$ cat config.mk
export PLATFORM = sky130hd
export DESIGN_NAME = column_post_sprite_blitter
export DESIGN_NICKNAME = d
export VERILOG_FILES = /design/src/rtl/cpsb_pkg.sv /design/src/rtl/cpsb_decode.sv /design/src/rtl/cpsb_addr.sv /design/src/rtl/column_post_sprite_blitter.sv
export SDC_FILE = /design/constraint.sdc
export NUM_CORES = 1
export LEC_CHECK = 0
export ABC_AREA = 1
export BUFFER_PORTS_ARGS = -buffer_cell sky130_fd_sc_hd__buf_2
export CAP_MARGIN = 30
export CORE_UTILIZATION = 50
export DETAILED_ROUTE_END_ITERATION = 16
export GPL_TIMING_DRIVEN = 0
export PLACE_DENSITY = 0.72
export SYNTH_ARGS = -nofsm -noshare
export SYNTH_HDL_FRONTEND = slang
export SYNTH_SLANG_ARGS = --single-unit
$ cat constraint.sdc
create_clock -name clk -period 7.6 [get_ports clk]
set_input_delay 1.52 -clock clk [delete_from_list [all_inputs] [get_ports clk]]
set_output_delay 1.52 -clock clk [all_outputs]
set_load 0.02 [all_outputs]
$ cat src/rtl/cpsb_pkg.sv
// Shared types and constants for the column-post sprite blitter.
// Used by cpsb_decode, cpsb_addr and column_post_sprite_blitter; no dependencies.
`default_nettype none
package cpsb_pkg;

  localparam int SCREEN_WIDTH_DEF  = 320;
  localparam int SCREEN_HEIGHT_DEF = 200;
  localparam int NUM_SCREENS_DEF   = 5;

  localparam int ADDR_W = 19;
  localparam int BOX_W  = 11;
  localparam int POS_W  = 10;   // screen column / row, up to 1024 positions
  localparam int CFG_IDX_W  = 3;
  localparam int CFG_DATA_W = 9;
  localparam int IN_TDATA_W  = 24;
  localparam int OUT_TDATA_W = 72;

  localparam logic [7:0] END_MARK = 8'hff;

  localparam logic signed [BOX_W-1:0] BOX_MAX = {1'b0, {(BOX_W-1){1'b1}}};
  localparam logic signed [BOX_W-1:0] BOX_MIN = {1'b1, {(BOX_W-1){1'b0}}};

  // operation codes
  localparam logic [1:0] OP_BEGIN = 2'd0;
  localparam logic [1:0] OP_BYTE  = 2'd1;
  localparam logic [1:0] OP_CLEAR = 2'd2;

  // draw modes
  localparam logic [1:0] MODE_NORMAL = 2'd0;
  localparam logic [1:0] MODE_MIRROR = 2'd1;
  localparam logic [1:0] MODE_WINDOW = 2'd2;

  // configuration register indexes
  localparam logic [CFG_IDX_W-1:0] REG_ORIGIN_X      = 3'd0;
  localparam logic [CFG_IDX_W-1:0] REG_ORIGIN_Y      = 3'd1;
  localparam logic [CFG_IDX_W-1:0] REG_PATCH_WIDTH   = 3'd2;
  localparam logic [CFG_IDX_W-1:0] REG_PATCH_HEIGHT  = 3'd3;
  localparam logic [CFG_IDX_W-1:0] REG_DRAW_MODE     = 3'd4;
  localparam logic [CFG_IDX_W-1:0] REG_WINDOW_FIRST  = 3'd5;
  localparam logic [CFG_IDX_W-1:0] REG_WINDOW_WIDTH  = 3'd6;
  localparam logic [CFG_IDX_W-1:0] REG_SCREEN_SELECT = 3'd7;

  typedef struct packed {
    logic [8:0] origin_x;
    logic [7:0] origin_y;
    logic [8:0] patch_width;
    logic [7:0] patch_height;
    logic [1:0] draw_mode;
    logic [8:0] window_first;
    logic [8:0] window_width;
    logic [2:0] screen_select;
  } cpsb_cfg_t;

  typedef struct packed {
    logic [1:0] operation;
    logic [8:0] source_column;
    logic       column_first;
    logic [7:0] stream_byte;
  } cpsb_in_t;

  typedef struct packed {
    logic signed [BOX_W-1:0] left;
    logic signed [BOX_W-1:0] right;
    logic signed [BOX_W-1:0] bottom;
    logic signed [BOX_W-1:0] top;
  } cpsb_box_t;

  // decoded pixel write, before the address is formed
  typedef struct packed {
    logic             write_valid;
    logic [POS_W-1:0] column;
    logic [POS_W-1:0] row;
    logic [2:0]       screen;
    logic [7:0]       pixel;
    logic             column_done;
    cpsb_box_t        box;
  } cpsb_req_t;

  typedef struct packed {
    logic              write_valid;
    logic [ADDR_W-1:0] write_address;
    logic [7:0]        write_pixel;
    logic              column_done;
    cpsb_box_t         box;
  } cpsb_out_t;

endpackage
`default_nettype wire

$ cat src/rtl/cpsb_decode.sv
// Post decoder and dirty-box tracker: one item per cycle into a request register while load is high.
// Depends on cpsb_pkg.
`default_nettype none
module cpsb_decode #(
  parameter int SCREEN_WIDTH  = cpsb_pkg::SCREEN_WIDTH_DEF,
  parameter int SCREEN_HEIGHT = cpsb_pkg::SCREEN_HEIGHT_DEF,
  parameter int NUM_SCREENS   = cpsb_pkg::NUM_SCREENS_DEF
) (
  input  wire logic                clk,
  input  wire logic                rst_n,
  input  wire logic                load,      // take the input stage into the request stage
  input  wire logic                in_valid,
  input  wire cpsb_pkg::cpsb_in_t  in_item,
  input  wire cpsb_pkg::cpsb_cfg_t cfg,
  output logic                     req_valid,
  output cpsb_pkg::cpsb_req_t      req
);
  import cpsb_pkg::*;

  typedef enum logic [2:0] {
    PH_TOP, PH_LEN, PH_PAD1, PH_PIX, PH_PAD2
  } phase_t;

  typedef struct packed {
    logic signed [BOX_W-1:0] lo;
    logic signed [BOX_W-1:0] hi;
  } span_t;

  // else-if growth: below low lowers it, otherwise above high raises it
  function automatic span_t grow(span_t s, logic signed [BOX_W-1:0] v);
    span_t r;
    r = s;
    if (v < s.lo) begin
      r.lo = v;
    end else if (v > s.hi) begin
      r.hi = v;
    end
    return r;
  endfunction

  phase_t    phase_r, phase_nxt;
  logic [8:0] post_row_r, post_row_nxt;
  logic [7:0] pixels_left_r, pixels_left_nxt;
  cpsb_box_t box_r, box_nxt;
  logic      req_valid_r;
  cpsb_req_t req_r, req_nxt;

  logic [8:0]       width_sel;
  logic [POS_W-1:0] col;
  logic             col_ok;
  logic [POS_W-1:0] row;
  logic signed [BOX_W-1:0] x1, y1, x2, y2;
  span_t sx, sy;
  phase_t phase_cur;
  logic [7:0] left_dec;

  always_comb begin
    width_sel = (cfg.draw_mode == MODE_WINDOW) ? cfg.window_width : cfg.patch_width;
    x1 = $signed({2'b00, cfg.origin_x});
    y1 = $signed({3'b000, cfg.origin_y});
    x2 = x1 + $signed({2'b00, width_sel}) - 11'sd1;
    y2 = y1 + $signed({3'b000, cfg.patch_height}) - 11'sd1;
  end

  // destination column of the source column
  always_comb begin
    col    = '0;
    col_ok = in_item.source_column < cfg.patch_width;
    case (cfg.draw_mode)
      MODE_MIRROR: begin
        col = {1'b0, cfg.origin_x}
            + {1'b0, 9'(cfg.patch_width - 9'd1 - in_item.source_column)};
      end
      MODE_WINDOW: begin
        if (in_item.source_column < cfg.window_first ||
            {1'b0, in_item.source_column} >=
            {1'b0, cfg.window_first} + {1'b0, cfg.window_width}) begin
          col_ok = 1'b0;
        end
        col = {1'b0, cfg.origin_x}
            + {1'b0, 9'(in_item.source_column - cfg.window_first)};
      end
      default: begin
        col = {1'b0, cfg.origin_x} + {1'b0, in_item.source_column};
      end
    endcase
    row = {2'b00, cfg.origin_y} + {1'b0, post_row_r};
  end

  always_comb begin
    phase_nxt       = phase_r;
    post_row_nxt    = post_row_r;
    pixels_left_nxt = pixels_left_r;
    box_nxt         = box_r;
    sx              = '0;
    sy              = '0;
    phase_cur       = phase_r;
    left_dec        = pixels_left_r - 8'd1;
    req_nxt             = '0;
    req_nxt.column      = col;
    req_nxt.row         = row;
    req_nxt.screen      = cfg.screen_select;

    case (in_item.operation)
      OP_BEGIN: begin
        phase_nxt       = PH_TOP;
        post_row_nxt    = '0;
        pixels_left_nxt = '0;
        if (cfg.screen_select == 3'd0) begin
          sx = grow(grow('{lo: box_r.left, hi: box_r.right}, x1), x2);
          sy = grow(grow('{lo: box_r.bottom, hi: box_r.top}, y1), y2);
          box_nxt.left   = sx.lo;
          box_nxt.right  = sx.hi;
          box_nxt.bottom = sy.lo;
          box_nxt.top    = sy.hi;
        end
      end
      OP_CLEAR: begin
        box_nxt = '{left: BOX_MAX, right: BOX_MIN, bottom: BOX_MAX, top: BOX_MIN};
      end
      OP_BYTE: begin
        if (in_item.column_first) begin
          phase_cur = PH_TOP;
        end
        case (phase_cur)
          PH_TOP: begin
            if (in_item.stream_byte == END_MARK) begin
              req_nxt.column_done = 1'b1;
              phase_nxt           = PH_TOP;
            end else begin
              post_row_nxt = {1'b0, in_item.stream_byte};
              phase_nxt    = PH_LEN;
            end
          end
          PH_LEN: begin
            pixels_left_nxt = in_item.stream_byte;
            phase_nxt       = PH_PAD1;
          end
          PH_PAD1: begin
            phase_nxt = (pixels_left_r != 8'd0) ? PH_PIX : PH_PAD2;
          end
          PH_PIX: begin
            if (col_ok && {1'b0, col} < 11'(SCREEN_WIDTH) &&
                {1'b0, row} < 11'(SCREEN_HEIGHT) &&
                {1'b0, cfg.screen_select} < 4'(NUM_SCREENS)) begin
              req_nxt.write_valid = 1'b1;
              req_nxt.pixel       = in_item.stream_byte;
            end
            post_row_nxt    = post_row_r + 9'd1;
            pixels_left_nxt = left_dec;
            phase_nxt       = (left_dec == 8'd0) ? PH_PAD2 : PH_PIX;
          end
          default: begin
            phase_nxt = PH_TOP;
          end
        endcase
      end
      default: begin
      end
    endcase
    req_nxt.box = box_nxt;
  end

  always_ff @(posedge clk) begin
    if (!rst_n) begin
      phase_r       <= PH_TOP;
      post_row_r    <= '0;
      pixels_left_r <= '0;
      box_r         <= '{left: BOX_MAX, right: BOX_MIN, bottom: BOX_MAX, top: BOX_MIN};
      req_valid_r   <= 1'b0;
    end else if (load) begin
      req_valid_r <= in_valid;
      if (in_valid) begin
        phase_r       <= phase_nxt;
        post_row_r    <= post_row_nxt;
        pixels_left_r <= pixels_left_nxt;
        box_r         <= box_nxt;
      end
    end
  end

  always_ff @(posedge clk) begin
    if (load && in_valid) begin
      req_r <= req_nxt;
    end
  end

  assign req_valid = req_valid_r;
  assign req       = req_r;

endmodule
`default_nettype wire

$ cat src/rtl/cpsb_addr.sv
// Framebuffer address former and result register.
// Depends on cpsb_pkg.
`default_nettype none
module cpsb_addr #(
  parameter int SCREEN_WIDTH  = cpsb_pkg::SCREEN_WIDTH_DEF,
  parameter int SCREEN_HEIGHT = cpsb_pkg::SCREEN_HEIGHT_DEF
) (
  input  wire logic                clk,
  input  wire logic                rst_n,
  input  wire logic                load,
  input  wire logic                req_valid,
  input  wire cpsb_pkg::cpsb_req_t req,
  output logic                     out_valid,
  output cpsb_pkg::cpsb_out_t      out_item
);
  import cpsb_pkg::*;

  // address wraps at 2**ADDR_W, so every term is kept modulo that
  localparam logic [ADDR_W-1:0] ROW_PITCH   = ADDR_W'(SCREEN_WIDTH);
  localparam logic [ADDR_W-1:0] SCREEN_SIZE = ADDR_W'(SCREEN_WIDTH * SCREEN_HEIGHT);

  logic              out_valid_r;
  cpsb_out_t         out_r, out_nxt;
  logic [ADDR_W-1:0] addr;

  always_comb begin
    addr = ADDR_W'(ADDR_W'(req.screen) * SCREEN_SIZE)
         + ADDR_W'(ADDR_W'(req.row) * ROW_PITCH)
         + ADDR_W'(req.column);
    out_nxt.write_valid   = req.write_valid;
    out_nxt.write_address = req.write_valid ? addr : '0;
    out_nxt.write_pixel   = req.pixel;
    out_nxt.column_done   = req.column_done;
    out_nxt.box           = req.box;
  end

  always_ff @(posedge clk) begin
    if (!rst_n) begin
      out_valid_r <= 1'b0;
    end else if (load) begin
      out_valid_r <= req_valid;
    end
  end

  always_ff @(posedge clk) begin
    if (load && req_valid) begin
      out_r <= out_nxt;
    end
  end

  assign out_valid = out_valid_r;
  assign out_item  = out_r;

endmodule
`default_nettype wire

$ cat src/rtl/column_post_sprite_blitter.sv
// Column-post sprite blitter: an accepted item passes through the input register,
// then the decode register, then the address/result register.
// Throughput: one item per cycle while the output is not stalled; every item yields one result item.
// Stages advance together when the result slot is free or being taken.
// Reset (rst_n low, synchronous) empties the pipeline, restarts the post decoder,
// returns the dirty box to its empty extremes and the registers to their defaults.
`default_nettype none
module column_post_sprite_blitter #(
  parameter int SCREEN_WIDTH  = cpsb_pkg::SCREEN_WIDTH_DEF,
  parameter int SCREEN_HEIGHT = cpsb_pkg::SCREEN_HEIGHT_DEF,
  parameter int NUM_SCREENS   = cpsb_pkg::NUM_SCREENS_DEF
) (
  input  wire logic                                clk,
  input  wire logic                                rst_n,
  // configuration write port
  input  wire logic                                cfg_wr_en,
  input  wire logic [cpsb_pkg::CFG_IDX_W-1:0]      cfg_index,
  input  wire logic [cpsb_pkg::CFG_DATA_W-1:0]     cfg_wdata,
  // input items
  input  wire logic                                in_tvalid,
  output logic                                     in_tready,
  // [8:0] source_column, [9] column_first, [17:10] stream_byte, [23:18] zero
  input  wire logic [cpsb_pkg::IN_TDATA_W-1:0]     in_tdata,
  // [1:0] operation
  input  wire logic [1:0]                          in_tuser,
  // result items
  output logic                                     out_tvalid,
  input  wire logic                                out_tready,
  // [18:0] write_address, [26:19] write_pixel, [27] column_done,
  // [38:28] box_left, [49:39] box_right, [60:50] box_bottom, [71:61] box_top
  output logic [cpsb_pkg::OUT_TDATA_W-1:0]         out_tdata,
  // [0] write_valid
  output logic                                     out_tuser
);
  import cpsb_pkg::*;

  cpsb_cfg_t cfg_r;

  // input stage
  logic      in_valid_r;
  cpsb_in_t  in_r;

  // pipeline moves
  logic      adv_out, adv_req, adv_in;
  logic      req_valid;
  cpsb_req_t req;
  logic      res_valid;
  cpsb_out_t res;

  // Advance from the output back: a stage loads when the one after it moves or it is empty.
  assign adv_out   = !res_valid || out_tready;
  assign adv_req   = !req_valid || adv_out;
  assign adv_in    = !in_valid_r || adv_req;
  assign in_tready = adv_in;

  // Config registers; the user makes writes only while the block is idle; unenforced.
  always_ff @(posedge clk) begin
    if (!rst_n) begin
      cfg_r <= '{origin_x: 9'd0, origin_y: 8'd0, patch_width: 9'd1, patch_height: 8'd1,
                 draw_mode: MODE_NORMAL, window_first: 9'd0, window_width: 9'd1,
                 screen_select: 3'd0};
    end else if (cfg_wr_en) begin
      case (cfg_index)
        REG_ORIGIN_X:      cfg_r.origin_x      <= cfg_wdata;
        REG_ORIGIN_Y:      cfg_r.origin_y      <= cfg_wdata[7:0];
        REG_PATCH_WIDTH:   cfg_r.patch_width   <= cfg_wdata;
        REG_PATCH_HEIGHT:  cfg_r.patch_height  <= cfg_wdata[7:0];
        REG_DRAW_MODE:     cfg_r.draw_mode     <= cfg_wdata[1:0];
        REG_WINDOW_FIRST:  cfg_r.window_first  <= cfg_wdata;
        REG_WINDOW_WIDTH:  cfg_r.window_width  <= cfg_wdata;
        REG_SCREEN_SELECT: cfg_r.screen_select <= cfg_wdata[2:0];
        default: begin
        end
      endcase
    end
  end

  // Hold the accepted item in the input register.
  always_ff @(posedge clk) begin
    if (!rst_n) begin
      in_valid_r <= 1'b0;
    end else if (adv_in) begin
      in_valid_r <= in_tvalid;
    end
  end

  always_ff @(posedge clk) begin
    if (adv_in && in_tvalid) begin
      in_r.operation     <= in_tuser;
      in_r.source_column <= in_tdata[8:0];
      in_r.column_first  <= in_tdata[9];
      in_r.stream_byte   <= in_tdata[17:10];
    end
  end

  // Decode the post byte, update decoder state and dirty box.
  cpsb_decode #(
    .SCREEN_WIDTH  (SCREEN_WIDTH),
    .SCREEN_HEIGHT (SCREEN_HEIGHT),
    .NUM_SCREENS   (NUM_SCREENS)
  ) u_decode (
    .clk       (clk),
    .rst_n     (rst_n),
    .load      (adv_req),
    .in_valid  (in_valid_r),
    .in_item   (in_r),
    .cfg       (cfg_r),
    .req_valid (req_valid),
    .req       (req)
  );

  // Form the framebuffer address and hold the result until taken.
  cpsb_addr #(
    .SCREEN_WIDTH  (SCREEN_WIDTH),
    .SCREEN_HEIGHT (SCREEN_HEIGHT)
  ) u_addr (
    .clk       (clk),
    .rst_n     (rst_n),
    .load      (adv_out),
    .req_valid (req_valid),
    .req       (req),
    .out_valid (res_valid),
    .out_item  (res)
  );

  assign out_tvalid = res_valid;
  assign out_tuser  = res.write_valid;
  assign out_tdata  = {res.box.top, res.box.bottom, res.box.right, res.box.left,
                       res.column_done, res.write_pixel, res.write_address};

endmodule
`default_nettype wire
==> flow_summary.yaml <==
sta:
  finalClockSkew_ps: 15.67
  final_hold_viol_count: 0
  hold_ws_ps: 413.5
  fin_ws_ps: 1849
  final.setup.tns_ps: 0
  setup_violations: 0
  slew-limit-headroom_pct: 43.22
  post-route-period-util_pct: 75.67
  tightestPinTransition_ps: 851.7
  max_freq_ghz: 0.1739
  rsz0062_at_grt: "false"
  drv_slew: 0
  period_needed_ps: 5751
route:
  drtIter0Drc: 1244
  avgRoutedWirePerCell_microns: 17.37
  drc: 0
  ant_nets: 0
  num_vias: 15970
  firstDrtPassIters: 5
  avgViaCountPerCell: 5.550
  routed_wl_microns: 50000
worst_setup_path:
  required_ps: 7880
  worstPathArrival_ps: 6030
  worst_r2r_path_depth: 30
  rr_endpoint: "u_decode.req[26]"
  startpoint: "cfg_r[49]"
  worst_setup_path_start_kind: "flip-flop"
  worstSetupPathType: "flip-flop to flip-flop"
  reg2reg_from: "cfg_r[49]"
  critPathCaptureType: "flip-flop"
  reg2reg_slack_ps: 1850
  crit_slowest_cell: "dfxtp_1"
  worst_setup_path_endpoint: "u_decode.req[26]"
  cp_common_cell: "nand2_1"
  max_stage_delay_ps: 720
  critPathMaxFanout: 10
floorplanning:
  core_area_sq_um: 36520
  die_h_microns: 194.3
  dieArea_sq_um: 37740
  start_util_pct: 50.61
  die_w_microns: 194.3
  io-pin-count: 118
  row_count: 70
global_route:
  grt.busiest_layer: "met2"
  grtUsageMet3_pct: 4.209
  grtUsageTotal_pct: 26.57
  met2_usage_pct: 43.55
  grt_pass1_wl_microns: 79070
  grt_overflow: 0
  first_global_vias: 14970
  antenna_found_initial: 0
  grt_start_max_net_pins: 71
  grt_util_met1_pct: 35.23
clocking:
  cts_tree: "done"
  cts_sinks: 294
  clk_latency_ps: 550
  clockBufferDepth: 3
  cts_setup_buffers: 0
  cts-root-buf: "clkbuf_16"
  clk_pin_slew_ps: 60
  cts_max_level: 2
  cts_resized: 0
  ctsHoldBuffers: 0
  cts_buffers: 35
logic_synthesis:
  ys.flop_type: "edfxtp_1"
  ys_async_sr_fraction_pct: 0
  yosys.cell_types.count: 53
  synthCells: 2234
  ys_seq_area_share_pct: 41.05
  avgSynthCellArea_sq_um: 8.274
  yosys_warnings: 0
  synth_seq_cells: 294
  synth.cell_area_sq_um: 18490
  synth_nets: 2495
  synth-edff-count: 170
job:
  cap_violations: 0
layout:
  n_antenna_cell: 0
  fin_nets: 2646
  drive_above_1_share_pct: 8.714
  syn2layout_area_growth_pct: 12.97
  design_area_sq_um: 20880
  final_core_util_pct: 57.18
pwr:
  leakage_nw: 9.677
  p_per_area_nw_per_um2: 219.6
  ir_drop_uv: 225.5
placed_design:
  place_congestion: 0.9565
  placed_area_sq_um: 19700
  post-place-ws_ps: 1940
  port_buffers: 110
  place_hpwl_microns: 38220
outcome:
  status: "finished clean"
hold_path:
  hold_path.class: "flip-flop to flip-flop"
==> synth_stat cells (9+ instances only) <==
cell / n / area share (%)
o21bai_1: 15 / 0.61
inv_1: 320 / 6.5
nand2_1: 368 / 7.5
edfxtp_1: 170 / 28
o211ai_1: 34 / 1.4
xnor2_1: 21 / 1.0
or2_2: 10 / 0.34
nor3_1: 17 / 0.46
nand2_2: 13 / 0.44
a211oi_1: 9 / 0.37
xor2_1: 41 / 1.9
o21ai_0: 227 / 6.1
nand4_1: 18 / 0.61
a21oi_1: 241 / 6.5
nand3_1: 78 / 2.1
fa_1: 14 / 1.5
ha_1: 204 / 14
clkbuf_1: 53 / 1.1
dfxtp_1: 124 / 13
nor2_1: 184 / 3.7
==> flip-flops by register name, summed over array words and instances, names as in the netlist <==
| signal | cells |
|---|---|
| u_addr.out_valid | 1 |
| cfg_r | 57 |
| in_r | 20 |
| u_decode.pixels_left_r | 8 |
| u_addr.out_item | 73 |
| u_decode.req | 77 |
| in_valid_r | 1 |
| u_decode.post_row_r | 9 |
| u_decode.phase_r | 3 |
| u_decode.box_r | 44 |
| u_decode.req_valid | 1 |
==> cell usage in the layout (no fill, tap or decap), drive strengths merged, types with 11 or more instances in the layout <==
| master | synthesis | final |
|---|---|---|
| nand2 | 382 | 382 |
| inv | 322 | 325 |
| a21oi | 241 | 241 |
| o21ai | 228 | 228 |
| ha | 204 | 204 |
| nor2 | 186 | 186 |
| edfxtp | 170 | 170 |
| dfxtp | 124 | 124 |
| buf | 9 | 123 |
| clkbuf | 54 | 102 |
| nand3 | 79 | 79 |
| xor2 | 41 | 41 |
| o211ai | 34 | 34 |
| xnor2 | 21 | 21 |
| nand4 | 18 | 18 |
| nor3 | 17 | 17 |
| o21bai | 15 | 15 |
| fa | 14 | 14 |
| or2 | 11 | 11 |
| clkinv | 4 | 11 |
==> area by class of cell <==
type / count / area [sq um]
fill: 3257 / 15640
clock buffer: 48 / 1028
buffer: 63 / 274.0
inverter: 326 / 1229
sequential: 294 / 7587
clock inverter: 14 / 122.6
multi-input combinational: 1551 / 9410
tap: 468 / 585.6
timing repair buffer: 114 / 645.6
==> per-stage QoR <==
| step | cells | power (W) |
|---|---|---|
| after global routing | 2878 | 0.004826 |
| after global placement | 2812 | 0.002904 |
| final | 2878 | 0.004587 |
| after floorplan | 2234 | 0.002633 |
| after CTS | 2877 | 0.004601 |
| after detailed placement | 2815 | 0.002927 |
==> kinds of logic after synthesis <==
kind of cell	share of synthesized area [%]
xor+xnor	2.938
compound gates	16.50
simple gates	16.09
flops	41.05
buf+inv	8.109
fa+ha+maj	15.32
==> power by group <==
| group | leakage [nW] | total, W | switching (W) | internal (W) |
|---|---|---|---|---|
| registers | 2.61 | 0.00184 | 0.0000557 | 0.00178 |
| logic | 6.50 | 0.00108 | 0.000709 | 0.000374 |
| clock network | 0.560 | 0.00167 | 0.000677 | 0.000990 |
| total | 9.68 | 0.00459 | 0.00144 | 0.00315 |
==> how the worst min path moves through the flow <==
stage	startpoint	to	slack, ps	cells past startpoint
final	u_decode.req[5]	u_addr.out_item[5]	410	0
after global routing	u_decode.req[37]	u_addr.out_item[37]	420	0
after CTS	u_decode.req[42]	u_addr.out_item[42]	420	0
after detailed placement	u_decode.req[37]	u_addr.out_item[37]	400	0
after global placement	u_decode.req[9]	u_addr.out_item[9]	400	0
after floorplan	u_decode.req[0]	u_addr.out_item[0]	400	0
==> routing by layer <==
metal  vias up  wire [microns]  part of all wire (%)
li1       7863               -                     -
met5         -               0                     0
met3       107            3323                   6.6
met4         0            1785                   3.6
met2       536           22770                    46
met1      7467           22120                    44
==> worst max-delay path, delay by kind of cell (launching register included) <==
kind | cells | cell delay (ps)
AOI/OAI and AO/OA | 10 | 1690
and+or+nand+nor | 13 | 1240
buffers and inverters | 4 | 930
adders and majority gates | 3 | 880
DFF | 1 | 720
Note: power is estimated with default switching activity, not from simulation.
